[src/rtl/ifr_pkg.sv]
// Shared types, widths and codes for the idle-timeout frame receiver.
package ifr_pkg;

    localparam int NUM_BUFFERS_DEF = 4;
    localparam int FRAME_BYTES_DEF = 64;

    localparam int IDLE_W   = 16;
    localparam int ACTION_W = 2;
    localparam int BYTE_W   = 8;
    localparam int RBUF_W   = 2;
    localparam int RIDX_W   = 6;
    localparam int DBUF_W   = 2;
    localparam int DLEN_W   = 7;
    localparam int FILL_W   = 6;

    localparam int S_TDATA_W = 16;
    localparam int M_TDATA_W = 24;

    localparam logic [IDLE_W-1:0] IDLE_TIMEOUT_RST = 16'd10;
    localparam logic [IDLE_W-1:0] IDLE_MAX         = 16'hFFFF;

    localparam logic [ACTION_W-1:0] ACT_BYTE = 2'd0;
    localparam logic [ACTION_W-1:0] ACT_TICK = 2'd1;
    localparam logic [ACTION_W-1:0] ACT_READ = 2'd2;

    // Result of one item as it leaves the control stage; read data joins later.
    typedef struct packed {
        logic              frame_done;
        logic [DBUF_W-1:0] done_buffer;
        logic [DLEN_W-1:0] done_length;
        logic [FILL_W-1:0] fill_count;
        logic              read_valid;
    } ifr_result_t;

endpackage

[src/rtl/ifr_store.sv]
// Frame byte store: one write port and one read port with registered read data.
module ifr_store
    import ifr_pkg::*;
#(
    parameter int DEPTH = NUM_BUFFERS_DEF * FRAME_BYTES_DEF
) (
    input  logic                     aclk,
    input  logic                     wr_en,
    input  logic [$clog2(DEPTH)-1:0] wr_addr,
    input  logic [BYTE_W-1:0]        wr_data,
    input  logic                     rd_en,
    input  logic [$clog2(DEPTH)-1:0] rd_addr,
    output logic [BYTE_W-1:0]        rd_data
);

    logic [BYTE_W-1:0] mem [DEPTH];
    logic [BYTE_W-1:0] rd_data_reg;

    always_ff @(posedge aclk) begin
        if (wr_en) begin
            mem[wr_addr] <= wr_data;
        end
    end

    always_ff @(posedge aclk) begin
        if (rd_en) begin
            rd_data_reg <= mem[rd_addr];
        end
    end

    assign rd_data = rd_data_reg;

endmodule

[src/rtl/ifr_ctrl.sv]
// Frame fill control: fill position, idle counter, buffer ring and store access.
module ifr_ctrl
    import ifr_pkg::*;
#(
    parameter int NUM_BUFFERS = NUM_BUFFERS_DEF,
    parameter int FRAME_BYTES = FRAME_BYTES_DEF,
    localparam int DEPTH  = NUM_BUFFERS * FRAME_BYTES,
    localparam int ADDR_W = $clog2(DEPTH)
) (
    input  logic                aclk,
    input  logic                aresetn,
    input  logic                cfg_we,
    input  logic [IDLE_W-1:0]   cfg_wdata,
    input  logic                accept,
    input  logic [ACTION_W-1:0] action,
    input  logic [BYTE_W-1:0]   rx_byte,
    input  logic [RBUF_W-1:0]   read_buffer,
    input  logic [RIDX_W-1:0]   read_index,
    output logic                mem_wr_en,
    output logic [ADDR_W-1:0]   mem_wr_addr,
    output logic [BYTE_W-1:0]   mem_wr_data,
    output logic                mem_rd_en,
    output logic [ADDR_W-1:0]   mem_rd_addr,
    output ifr_result_t         result
);

    localparam int BUF_W = (NUM_BUFFERS > 1) ? $clog2(NUM_BUFFERS) : 1;
    localparam int POS_W = $clog2(FRAME_BYTES);
    localparam int LEN_W = $clog2(FRAME_BYTES + 1);
    localparam logic [BUF_W-1:0] LAST_BUF   = BUF_W'(NUM_BUFFERS - 1);
    localparam logic [LEN_W-1:0] FULL_LEN   = LEN_W'(FRAME_BYTES);
    localparam logic [ADDR_W-1:0] FRAME_STEP = ADDR_W'(FRAME_BYTES);

    logic [IDLE_W-1:0] timeout_reg;
    logic [POS_W-1:0]  fill_reg, fill_next;
    logic [IDLE_W-1:0] idle_reg, idle_next;
    logic [BUF_W-1:0]  filling_reg, filling_next;
    logic [BUF_W-1:0]  closed_buf_reg, closed_buf_next;
    logic [LEN_W-1:0]  closed_len_reg, closed_len_next;

    logic [LEN_W-1:0]  pos_inc;
    logic [IDLE_W-1:0] idle_inc;
    logic              close;
    logic [LEN_W-1:0]  close_len;
    logic              read_ok;

    assign pos_inc  = LEN_W'(fill_reg) + LEN_W'(1);
    assign idle_inc = (idle_reg == IDLE_MAX) ? idle_reg : idle_reg + IDLE_W'(1);
    assign read_ok  = (int'(read_buffer) < NUM_BUFFERS) && (int'(read_index) < FRAME_BYTES);

    always_comb begin
        close     = 1'b0;
        close_len = pos_inc;
        fill_next = fill_reg;
        idle_next = idle_reg;
        case (action)
            ACT_BYTE: begin
                fill_next = POS_W'(pos_inc);
                idle_next = '0;
                close     = (pos_inc == FULL_LEN);
            end
            ACT_TICK: begin
                close_len = LEN_W'(fill_reg);
                if (fill_reg != '0) begin
                    idle_next = idle_inc;
                    close     = (idle_inc >= timeout_reg);
                end
            end
            default: begin
            end
        endcase

        filling_next    = filling_reg;
        closed_buf_next = closed_buf_reg;
        closed_len_next = closed_len_reg;
        if (close) begin
            closed_buf_next = filling_reg;
            closed_len_next = close_len;
            filling_next    = (filling_reg == LAST_BUF) ? '0 : filling_reg + BUF_W'(1);
            fill_next       = '0;
            idle_next       = '0;
        end
    end

    always_ff @(posedge aclk) begin
        if (!aresetn) begin
            timeout_reg    <= IDLE_TIMEOUT_RST;
            fill_reg       <= '0;
            idle_reg       <= '0;
            filling_reg    <= '0;
            closed_buf_reg <= '0;
            closed_len_reg <= '0;
        end else begin
            if (cfg_we) begin
                timeout_reg <= cfg_wdata;
            end
            if (accept) begin
                fill_reg       <= fill_next;
                idle_reg       <= idle_next;
                filling_reg    <= filling_next;
                closed_buf_reg <= closed_buf_next;
                closed_len_reg <= closed_len_next;
            end
        end
    end

    assign mem_wr_en   = accept && (action == ACT_BYTE);
    assign mem_wr_addr = ADDR_W'(filling_reg) * FRAME_STEP + ADDR_W'(fill_reg);
    assign mem_wr_data = rx_byte;

    assign mem_rd_en   = accept && (action == ACT_READ) && read_ok;
    assign mem_rd_addr = ADDR_W'(read_buffer) * FRAME_STEP + ADDR_W'(read_index);

    assign result.frame_done  = close;
    assign result.done_buffer = DBUF_W'(closed_buf_next);
    assign result.done_length = DLEN_W'(closed_len_next);
    assign result.fill_count  = FILL_W'(fill_next);
    assign result.read_valid  = (action == ACT_READ) && read_ok;

endmodule

[src/rtl/ifr_out.sv]
// Result pipeline: stage s1 waits for store read data, then holds the output item.
module ifr_out
    import ifr_pkg::*;
(
    input  logic                 aclk,
    input  logic                 aresetn,
    input  logic                 accept,
    input  ifr_result_t          result,
    input  logic [BYTE_W-1:0]    rd_data,
    output logic                 ready,
    output logic                 m_tvalid,
    input  logic                 m_tready,
    output logic [M_TDATA_W-1:0] m_tdata,
    output logic                 m_tlast
);

    logic                 s1_valid_reg, s1_valid_next;
    ifr_result_t          s1_reg;
    logic                 out_valid_reg, out_valid_next;
    logic [M_TDATA_W-1:0] out_data_reg;
    logic                 out_last_reg;
    logic                 s1_adv;
    logic [BYTE_W-1:0]    read_data;

    assign s1_adv    = s1_valid_reg && (!out_valid_reg || m_tready);
    assign ready     = !s1_valid_reg || !out_valid_reg || m_tready;
    assign read_data = s1_reg.read_valid ? rd_data : '0;

    always_comb begin
        s1_valid_next = s1_valid_reg;
        if (accept) begin
            s1_valid_next = 1'b1;
        end else if (s1_adv) begin
            s1_valid_next = 1'b0;
        end
        out_valid_next = out_valid_reg;
        if (s1_adv) begin
            out_valid_next = 1'b1;
        end else if (m_tready) begin
            out_valid_next = 1'b0;
        end
    end

    always_ff @(posedge aclk) begin
        if (!aresetn) begin
            s1_valid_reg  <= 1'b0;
            out_valid_reg <= 1'b0;
        end else begin
            s1_valid_reg  <= s1_valid_next;
            out_valid_reg <= out_valid_next;
        end
    end

    always_ff @(posedge aclk) begin
        if (accept) begin
            s1_reg <= result;
        end
        if (s1_adv) begin
            out_last_reg <= s1_reg.frame_done;
            out_data_reg <= {1'b0, s1_reg.fill_count, read_data,
                             s1_reg.done_length, s1_reg.done_buffer};
        end
    end

    assign m_tvalid = out_valid_reg;
    assign m_tdata  = out_data_reg;
    assign m_tlast  = out_last_reg;

endmodule

[src/rtl/idle_timeout_frame_receiver_core.sv]
// An accepted item is registered in stage s1 and then in the output register, where
// it drives its result; while m_tready is low it can wait in either stage.
// Throughput: one item per cycle if m_tready allows; at most one store write or read per item.
// Read data comes from the frame store in the cycle after the address is issued.
// Reset (aresetn low, synchronous) empties the pipeline, sets idle_timeout to 10
// and clears fill, idle and buffer state; store contents stay as they were.
module idle_timeout_frame_receiver_core
    import ifr_pkg::*;
#(
    parameter int NUM_BUFFERS = NUM_BUFFERS_DEF,
    parameter int FRAME_BYTES = FRAME_BYTES_DEF
) (
    input  logic                 aclk,
    input  logic                 aresetn,
    input  logic                 cfg_we,
    input  logic [IDLE_W-1:0]    cfg_wdata,    // idle_timeout
    input  logic                 s_tvalid,
    output logic                 s_tready,
    input  logic [S_TDATA_W-1:0] s_tdata,      // rx_byte, read_buffer, read_index
    input  logic [ACTION_W-1:0]  s_tuser,      // action
    output logic                 m_tvalid,
    input  logic                 m_tready,
    output logic [M_TDATA_W-1:0] m_tdata,      // done_buffer, done_length, read_data, fill_count
    output logic                 m_tlast       // frame_done
);

    localparam int DEPTH  = NUM_BUFFERS * FRAME_BYTES;
    localparam int ADDR_W = $clog2(DEPTH);

    logic              accept;
    logic              mem_wr_en;
    logic [ADDR_W-1:0] mem_wr_addr;
    logic [BYTE_W-1:0] mem_wr_data;
    logic              mem_rd_en;
    logic [ADDR_W-1:0] mem_rd_addr;
    logic [BYTE_W-1:0] mem_rd_data;
    ifr_result_t       result;

    assign accept = s_tvalid && s_tready;

    ifr_ctrl #(
        .NUM_BUFFERS (NUM_BUFFERS),
        .FRAME_BYTES (FRAME_BYTES)
    ) u_ctrl (
        .aclk        (aclk),
        .aresetn     (aresetn),
        .cfg_we      (cfg_we),
        .cfg_wdata   (cfg_wdata),
        .accept      (accept),
        .action      (s_tuser),
        .rx_byte     (s_tdata[7:0]),
        .read_buffer (s_tdata[9:8]),
        .read_index  (s_tdata[15:10]),
        .mem_wr_en   (mem_wr_en),
        .mem_wr_addr (mem_wr_addr),
        .mem_wr_data (mem_wr_data),
        .mem_rd_en   (mem_rd_en),
        .mem_rd_addr (mem_rd_addr),
        .result      (result)
    );

    ifr_store #(
        .DEPTH (DEPTH)
    ) u_store (
        .aclk    (aclk),
        .wr_en   (mem_wr_en),
        .wr_addr (mem_wr_addr),
        .wr_data (mem_wr_data),
        .rd_en   (mem_rd_en),
        .rd_addr (mem_rd_addr),
        .rd_data (mem_rd_data)
    );

    ifr_out u_out (
        .aclk     (aclk),
        .aresetn  (aresetn),
        .accept   (accept),
        .result   (result),
        .rd_data  (mem_rd_data),
        .ready    (s_tready),
        .m_tvalid (m_tvalid),
        .m_tready (m_tready),
        .m_tdata  (m_tdata),
        .m_tlast  (m_tlast)
    );

endmodule

[config.mk]
export PLATFORM = sky130hd
export DESIGN_NAME = idle_timeout_frame_receiver_core
export DESIGN_NICKNAME = d
export VERILOG_FILES = /design/src/rtl/ifr_pkg.sv /design/src/rtl/ifr_store.sv /design/src/rtl/ifr_ctrl.sv /design/src/rtl/ifr_out.sv /design/src/rtl/idle_timeout_frame_receiver_core.sv
export SDC_FILE = /design/constraint.sdc
export NUM_CORES = 2
export LEC_CHECK = 0
export BUFFER_PORTS_ARGS = -buffer_cell sky130_fd_sc_hd__buf_2
export CAP_MARGIN = 20
export CORE_AREA = 4 4 397 399
export DETAILED_ROUTE_END_ITERATION = 12
export DIE_AREA = 0 0 401 403
export GPL_TIMING_DRIVEN = 0
export HOLD_SLACK_MARGIN = 0.03
export PLACE_DENSITY = 0.7
export SLEW_MARGIN = 20
export SYNTH_ARGS = -nofsm -noshare
export SYNTH_HDL_FRONTEND = slang
export SYNTH_HIERARCHICAL = 1
export SYNTH_SLANG_ARGS = --single-unit
[constraint.sdc]
create_clock -name aclk -period 4.99 [get_ports aclk]
set_clock_uncertainty 0.1 [all_clocks]
set_input_delay 0.499 -clock aclk [delete_from_list [all_inputs] [get_ports aclk]]
set_output_delay 0.499 -clock aclk [all_outputs]
set_load 0.005 [all_outputs]
---- Word-level counts from Yosys, hierarchy flattened ----
Memory sizes are Yosys's and may differ from the RTL's. A register that Yosys moved wholly into a read port is not among the register bits.
Cells that the tools add are included.
cells by class
  add/subtract/negate cells ............... 5
  multipliers ............................. 0
  div/mod/pow operators ................... 0
  $lt $le $gt $ge ......................... 1
  equality and inequality tests ........... 6
  shift-type cells ........................ 0
  muxes and demuxes ....................... 18
  bitwise logic cells ..................... 0
  reduce and logical (&&, ||, !) cells .... 16
operators by type and width
  cell                                                              number
  16-bit two-way mux                                                3
  16-bit one-hot mux with 2 select lines                            1
  16-bit by 1-bit adder with 16-bit output (second input constant)  1
  8-bit by 6-bit adder with 8-bit output                            2
  16-bit == test (second input constant)                            1
  16-bit greater-or-equal comparator                                1
  7-bit two-way mux                                                 2
  6-bit two-way mux                                                 2
  6-bit by 1-bit adder with 7-bit output (second input constant)    1
  7-bit == test (second input constant)                             1
  1-bit two-way mux                                                 7
  6-bit nonzero test                                                1
  2-bit == test (second input constant)                             2
  1-bit logical AND                                                 4
  2-bit two-way mux                                                 2
  2-bit nonzero test                                                2
  1-bit logical OR                                                  3
  3-bit by 1-bit != test with 1-bit output (second input constant)  1
  3-bit AND reduction                                               1
  3-bit nonzero test                                                1
  2-bit by 1-bit adder with 2-bit output (second input constant)    1
  2-bit by 1-bit == test with 1-bit output (second input constant)  1
  1-bit zero test                                                   2
  2-bit zero test                                                   1
  2 further kinds                                                   2
storage, ports and cells
  register bits ........................... 92
  latch bits .............................. 0
  bits in writable memories ............... 2048
  ROM bits ................................ 0
  output and inout bits ................... 27
  memories kept ........................... 1
memory list
  memory       depth  width  rd ports  clocked after memory_dff  wr ports  RTL line         source
  u_store.mem  256    8      1         1                         1         ifr_store.sv:16  logic [BYTE_W-1:0] mem [DEPTH];

---- Longest topological paths before layout ----
  word-level depth ........................ 7
  gate-level depth with buffers ........... 14
  mapped depth without buffers ............ 13

---- Modules after synthesis ----
The synthesis kept the hierarchy.
by module, submodules not included
  module                            instances  cells an instance  area an instance (µm²)  seq. area each (µm²)
  ifr_store                         1          3733               79636.4                 61739.2
  ifr_ctrl                          1          409                3357.0                  980.9
  ifr_out                           1          59                 1373.8                  1271.2
  idle_timeout_frame_receiver_core  1          1                  6.3                     0.0

---- Worst setup path before layout ----
No wires, ideal clock.
  path kind ............................... register -> register
  start ................................... register u_ctrl.idle_reg[9]
  end ..................................... register u_out/s1_reg[10] in the netlist's numbering, data pin
  arrival time ............................ 3.360 ns
  data required time ...................... 4.630 ns
  slack ................................... 1.270 ns
  cell stages (with the launch flop) ...... 14
  buffers on the path ..................... 2
  clock period less this slack ............ 3.720 ns
  cell sequence ........................... dfxtp_1 > clkbuf_1 > nand4_1 > nor4_1 > and3_1 > nand3b_1 > o21a_1 > ha_1 > nand4_1 > or3_1 > and4b_4 > a311oi_2 > buf_4 > mux2_2
RTL lines
  what                    RTL line        source
  from (decl)             ifr_ctrl.sv:36  logic [IDLE_W-1:0] idle_reg, idle_next;
  from (signal assigned)  ifr_ctrl.sv:99  idle_reg <= idle_next;
  to (signal assigned)    ifr_out.sv:56   s1_reg <= result;
  to (decl)               ifr_out.sv:18   ifr_result_t s1_reg;

---- Final worst setup path ----
  start ................................... register u_out.out_valid_reg, in the netlist u_out/m_tvalid
  end ..................................... memory u_store.mem[74][6], enable pin
on the way
  longest elaborated chain between the ends .. 7
RTL lines
  what                                     RTL line                                source
  from (decl)                              ifr_out.sv:19                           logic out_valid_reg, out_valid_next;
  from (signal assigned)                   ifr_out.sv:50                           out_valid_reg <= out_valid_next;
  1-bit zero test                          ifr_out.sv:26                           assign ready = !s1_valid_reg || !out_valid_reg || m_tready;
  1-bit logical OR (2 in series)           ifr_out.sv:26
  1-bit logical AND                        idle_timeout_frame_receiver_core.sv:39  assign accept = s_tvalid && s_tready;
  net accept                               idle_timeout_frame_receiver_core.sv:30  logic accept;
  1-bit logical AND                        ifr_ctrl.sv:107                         assign mem_wr_en = accept && (action == ACT_BYTE);
  net mem_wr_en                            idle_timeout_frame_receiver_core.sv:31  logic mem_wr_en;
  1-bit two-way mux                        ifr_store.sv:20                         if (wr_en) begin
  1-bit two-way mux (not written as such)  ifr_store.sv:21                         mem[wr_addr] <= wr_data;
  to (decl)                                ifr_store.sv:16
The timed path passes the listed nets, and every way through them passes these cells.

==> reports/results.txt <==
clock latency on the worst-skew pair: 830 ps
Routed Antenna Nets: 0
Finished Cell Area: 94600 um^2
pin count of the biggest net entering global routing: 137
share of the synthesized area in the top cell type: 74.6%
drt via density: 6.78
Pre-Repair DR Iteration Count: 6
#FFs+latches synth: 2148
Syn Area/Cell: 20.1 um^2
Reg2Reg Setup Slack: 240 ps
switching share of power: 21.6%
internal power: 28.9 mW
kind of end point of the critical path: flop
WP depth: 9
Synth Instances: 4202
Synth cell types: 79
# IOs: 66
clock root buffer: clkbuf_16
area leader, netlist: edfxtp_1
via count: 45.6k
Cell Rows: 144
Final HPWL DP: 163000 um
crit path launch: u_out/m_tvalid$_SDFFE_PN0P_
first-pass GRT wire length: 339000 um
Buf+Inv Stages, Crit Path: 3
Area Growth Syn to Fin: 12.2%
number of port buffers: 46
Inserted Clock Buffers: 207
nets: 4564
Routed WL per cell: 36.1 um
max FFs per register: 2048
WS Path Type: flop to flop
worst rel slew slack: 3.92%
GPL Wtd Cong: 1.00
crit path to: u_store/mem[74][6]$_DFFE_PP_
CP top delay family: simple AND/OR/NAND/NOR gates
drt initial violations: 7087
Final min period: 4750 ps
most common cell after layout, fill and taps aside: edfxtp_1
slowest CP cell: nor2_1
vias in the first global route: 44.2k
Seq/Total Area, Yosys: 75.8%
fin crit share: 95.2%
Fin Setup TNS: 0 ps
GR Util met3: 10.5%
Final setup viols: 0
Post-synth EDFFs: 2097
Hold Vio Cnt, Final: 0
clk buf depth: 3
max incr delay on CP: 850 ps
Remaining Overflow, GRT: 0
Core Area: 154000 um^2
Clock power frac: 40.7%
worst slew pin tran: 1430 ps
setup repair after global routing missed its margin: false
crit path cell chain: nor2b_2 -> nand2_1 -> and2_2 -> and2_1 -> clkbuf_1 -> buf_1 -> nand3_1 -> clkbuf_2 -> nor2_1
top cells by area, synth: edfxtp_1, mux4_2, mux2i_1
Max Cap Violations: 0
crit path max fanout: 23
WP data arrival: 5100 ps
Worst Path Required: 5340 ps
total die area: 162000 um^2
worst reg-to-reg path cell count: 9
Total GRT Usage: 30.0%
R2R Path End: u_store/mem[74][6]$_DFFE_PP_
status: complete, no violations
max frequency: 0.211 GHz
max-slew violations: 0
TritonCTS clock tree: done
Syn Nets: 4261
Die H: 403 um
peak supply drop: 0.000370 V
Layout fillers: 10.7k
Comb pwr share: 5.6%
sw power: 7.99 mW
antenna violations before repair: 5
Main synth FF type: edfxtp_1
GR Layer Usage met2: 44.3%
Post-DP Area: 87800 um^2
async set or reset register ratio after synthesis: 0%
Post-Syn Area: 84400 um^2
final WL: 243000 um
sequential share of power: 53.7%
yosys warns: 6
GR peak layer: met2
cell area power density: 390 nW/um^2
most frequent cells in the layout: edfxtp_1, mux4_2, nor2_1, clkbuf_16, mux2i_1
Hold Crit Class: input port to flop
chip width: 401 um
critical path launch point type: flop
Critical R2R Launch: u_out/m_tvalid$_SDFFE_PN0P_
Sinks on Clock Net: 2148
leak pwr: 29.8 nW
clk slew on worst S/H paths: 60 ps
CTS HTree Levels: 4
met1 usage: 40.5%
DRC: 0
Initial Utilization: 54.8%
Hold Crit Depth: 1
layout cells sized above 1: 22.0%
==> cells in the mapped netlist (all sizes together), types with 16 or more instances <==
cell type / number
nor2: 302
nor2b: 56
nor4: 31
mux4: 456
ha: 20
clkbuf: 121
nand4: 17
mux2i: 158
o22ai: 29
a211oi: 16
a22oi: 133
buf: 153
a21oi: 117
edfxtp: 2097
and2: 22
o221ai: 47
dfxtp: 51
nand3: 52
o21ai: 24
nand2: 84
nor3: 28
inv: 23
==> stage by stage <==
stage	setup slack [ps]	std cells	total power [mW]	hold slack, ps	utilization, %
after floorplan	1270	4202	21.3	300	-
after CTS	53.6	6716	37.0	74.3	61.4
after global routing	200	6719	37.9	90.8	61.5
after detailed placement	-221	6309	22.2	307	57.1
after global placement	-412	6292	22.1	304	56.6
final	241	6723	36.9	71.7	61.5
==> layer usage <==
layer | up-vias | part of all wire [%]
met4 | 6 | 5.2
met5 | - | 0.084
met3 | 554 | 14
li1 | 17959 | -
met2 | 3339 | 45
met1 | 23714 | 35
==> worst reg2reg max path: stages (launching register included) <==
cell,delay [ps]
dfxtp_1,300
nor2b_2,180
nand2_1,80
and2_2,480
and2_1,350
clkbuf_1,570
buf_1,370
nand3_1,430
clkbuf_2,630
nor2_1,880
==> cell type report <==
type                       instances  area, um^2  area share (%)
tap                             2044        2560            2.70
clock buffer                     272        5530            5.84
sequential                      2148       64000            67.6
timing repair buffer              94        1000            1.06
antenna                            4        10.0          0.0106
inverter                          24        90.1          0.0952
clock inverter                   107         933           0.986
buffer                           274        1810            1.92
multi-input combinational       1756       18700            19.8
==> what timing repair did <==
| action | 4_1_cts | 5_1_grt |
|---|---|---|
| gates resized for setup | 2 | 15 |
| setup buffers | 0 | 0 |
| setup endpoints to repair | 15 | 510 |
| hold buffers | 28 | 0 |
| hold endpoints to repair | 349 | 0 |
==> cell families (layout without fill, tap and decap cells) <==
group | Yosys count | count (layout) | share of synthesized area, %
mux | 622 | 622 | 14.2
buf+inv | 298 | 771 | 2.13
fa+ha+maj | 20 | 20 | 0.297
compound gates | 451 | 451 | 3.74
xor+xnor | 20 | 20 | 0.208
other cells | 1 | 5 | 0.00444
simple gates | 642 | 642 | 3.62
flops | 2148 | 2148 | 75.8
==> power by group through the flow <==
stage               Combinational [mW]  Sequential [mW]  Clock, mW
floorplan                         1.08             20.2          0
global placement                  1.88             20.2          0
detailed placement                1.98             20.2          0
CTS                               2.00             19.8       15.2
global route                      2.10             19.8       16.0
finish                            2.06             19.8       15.0
==> how the worst min path moves through the flow <==
stage	from	to	slack (ps)
after detailed placement	u_out/s1_reg[3]$_DFFE_PP_	u_out/m_tdata[19]$_DFFE_PP_	310
after CTS	s_tdata[6]	u_store/mem[70][6]$_DFFE_PP_	70
after global placement	u_out/s1_reg[7]$_DFFE_PP_	u_out/m_tdata[2]$_DFFE_PP_	300
after global routing	s_tdata[6]	u_store/mem[68][6]$_DFFE_PP_	90
after floorplan	u_out/s1_reg[14]$_DFFE_PP_	u_out/m_tdata[0]$_DFFE_PP_	300
final	s_tdata[6]	u_store/mem[70][6]$_DFFE_PP_	70
Note: power is estimated with default switching activity, not from simulation.
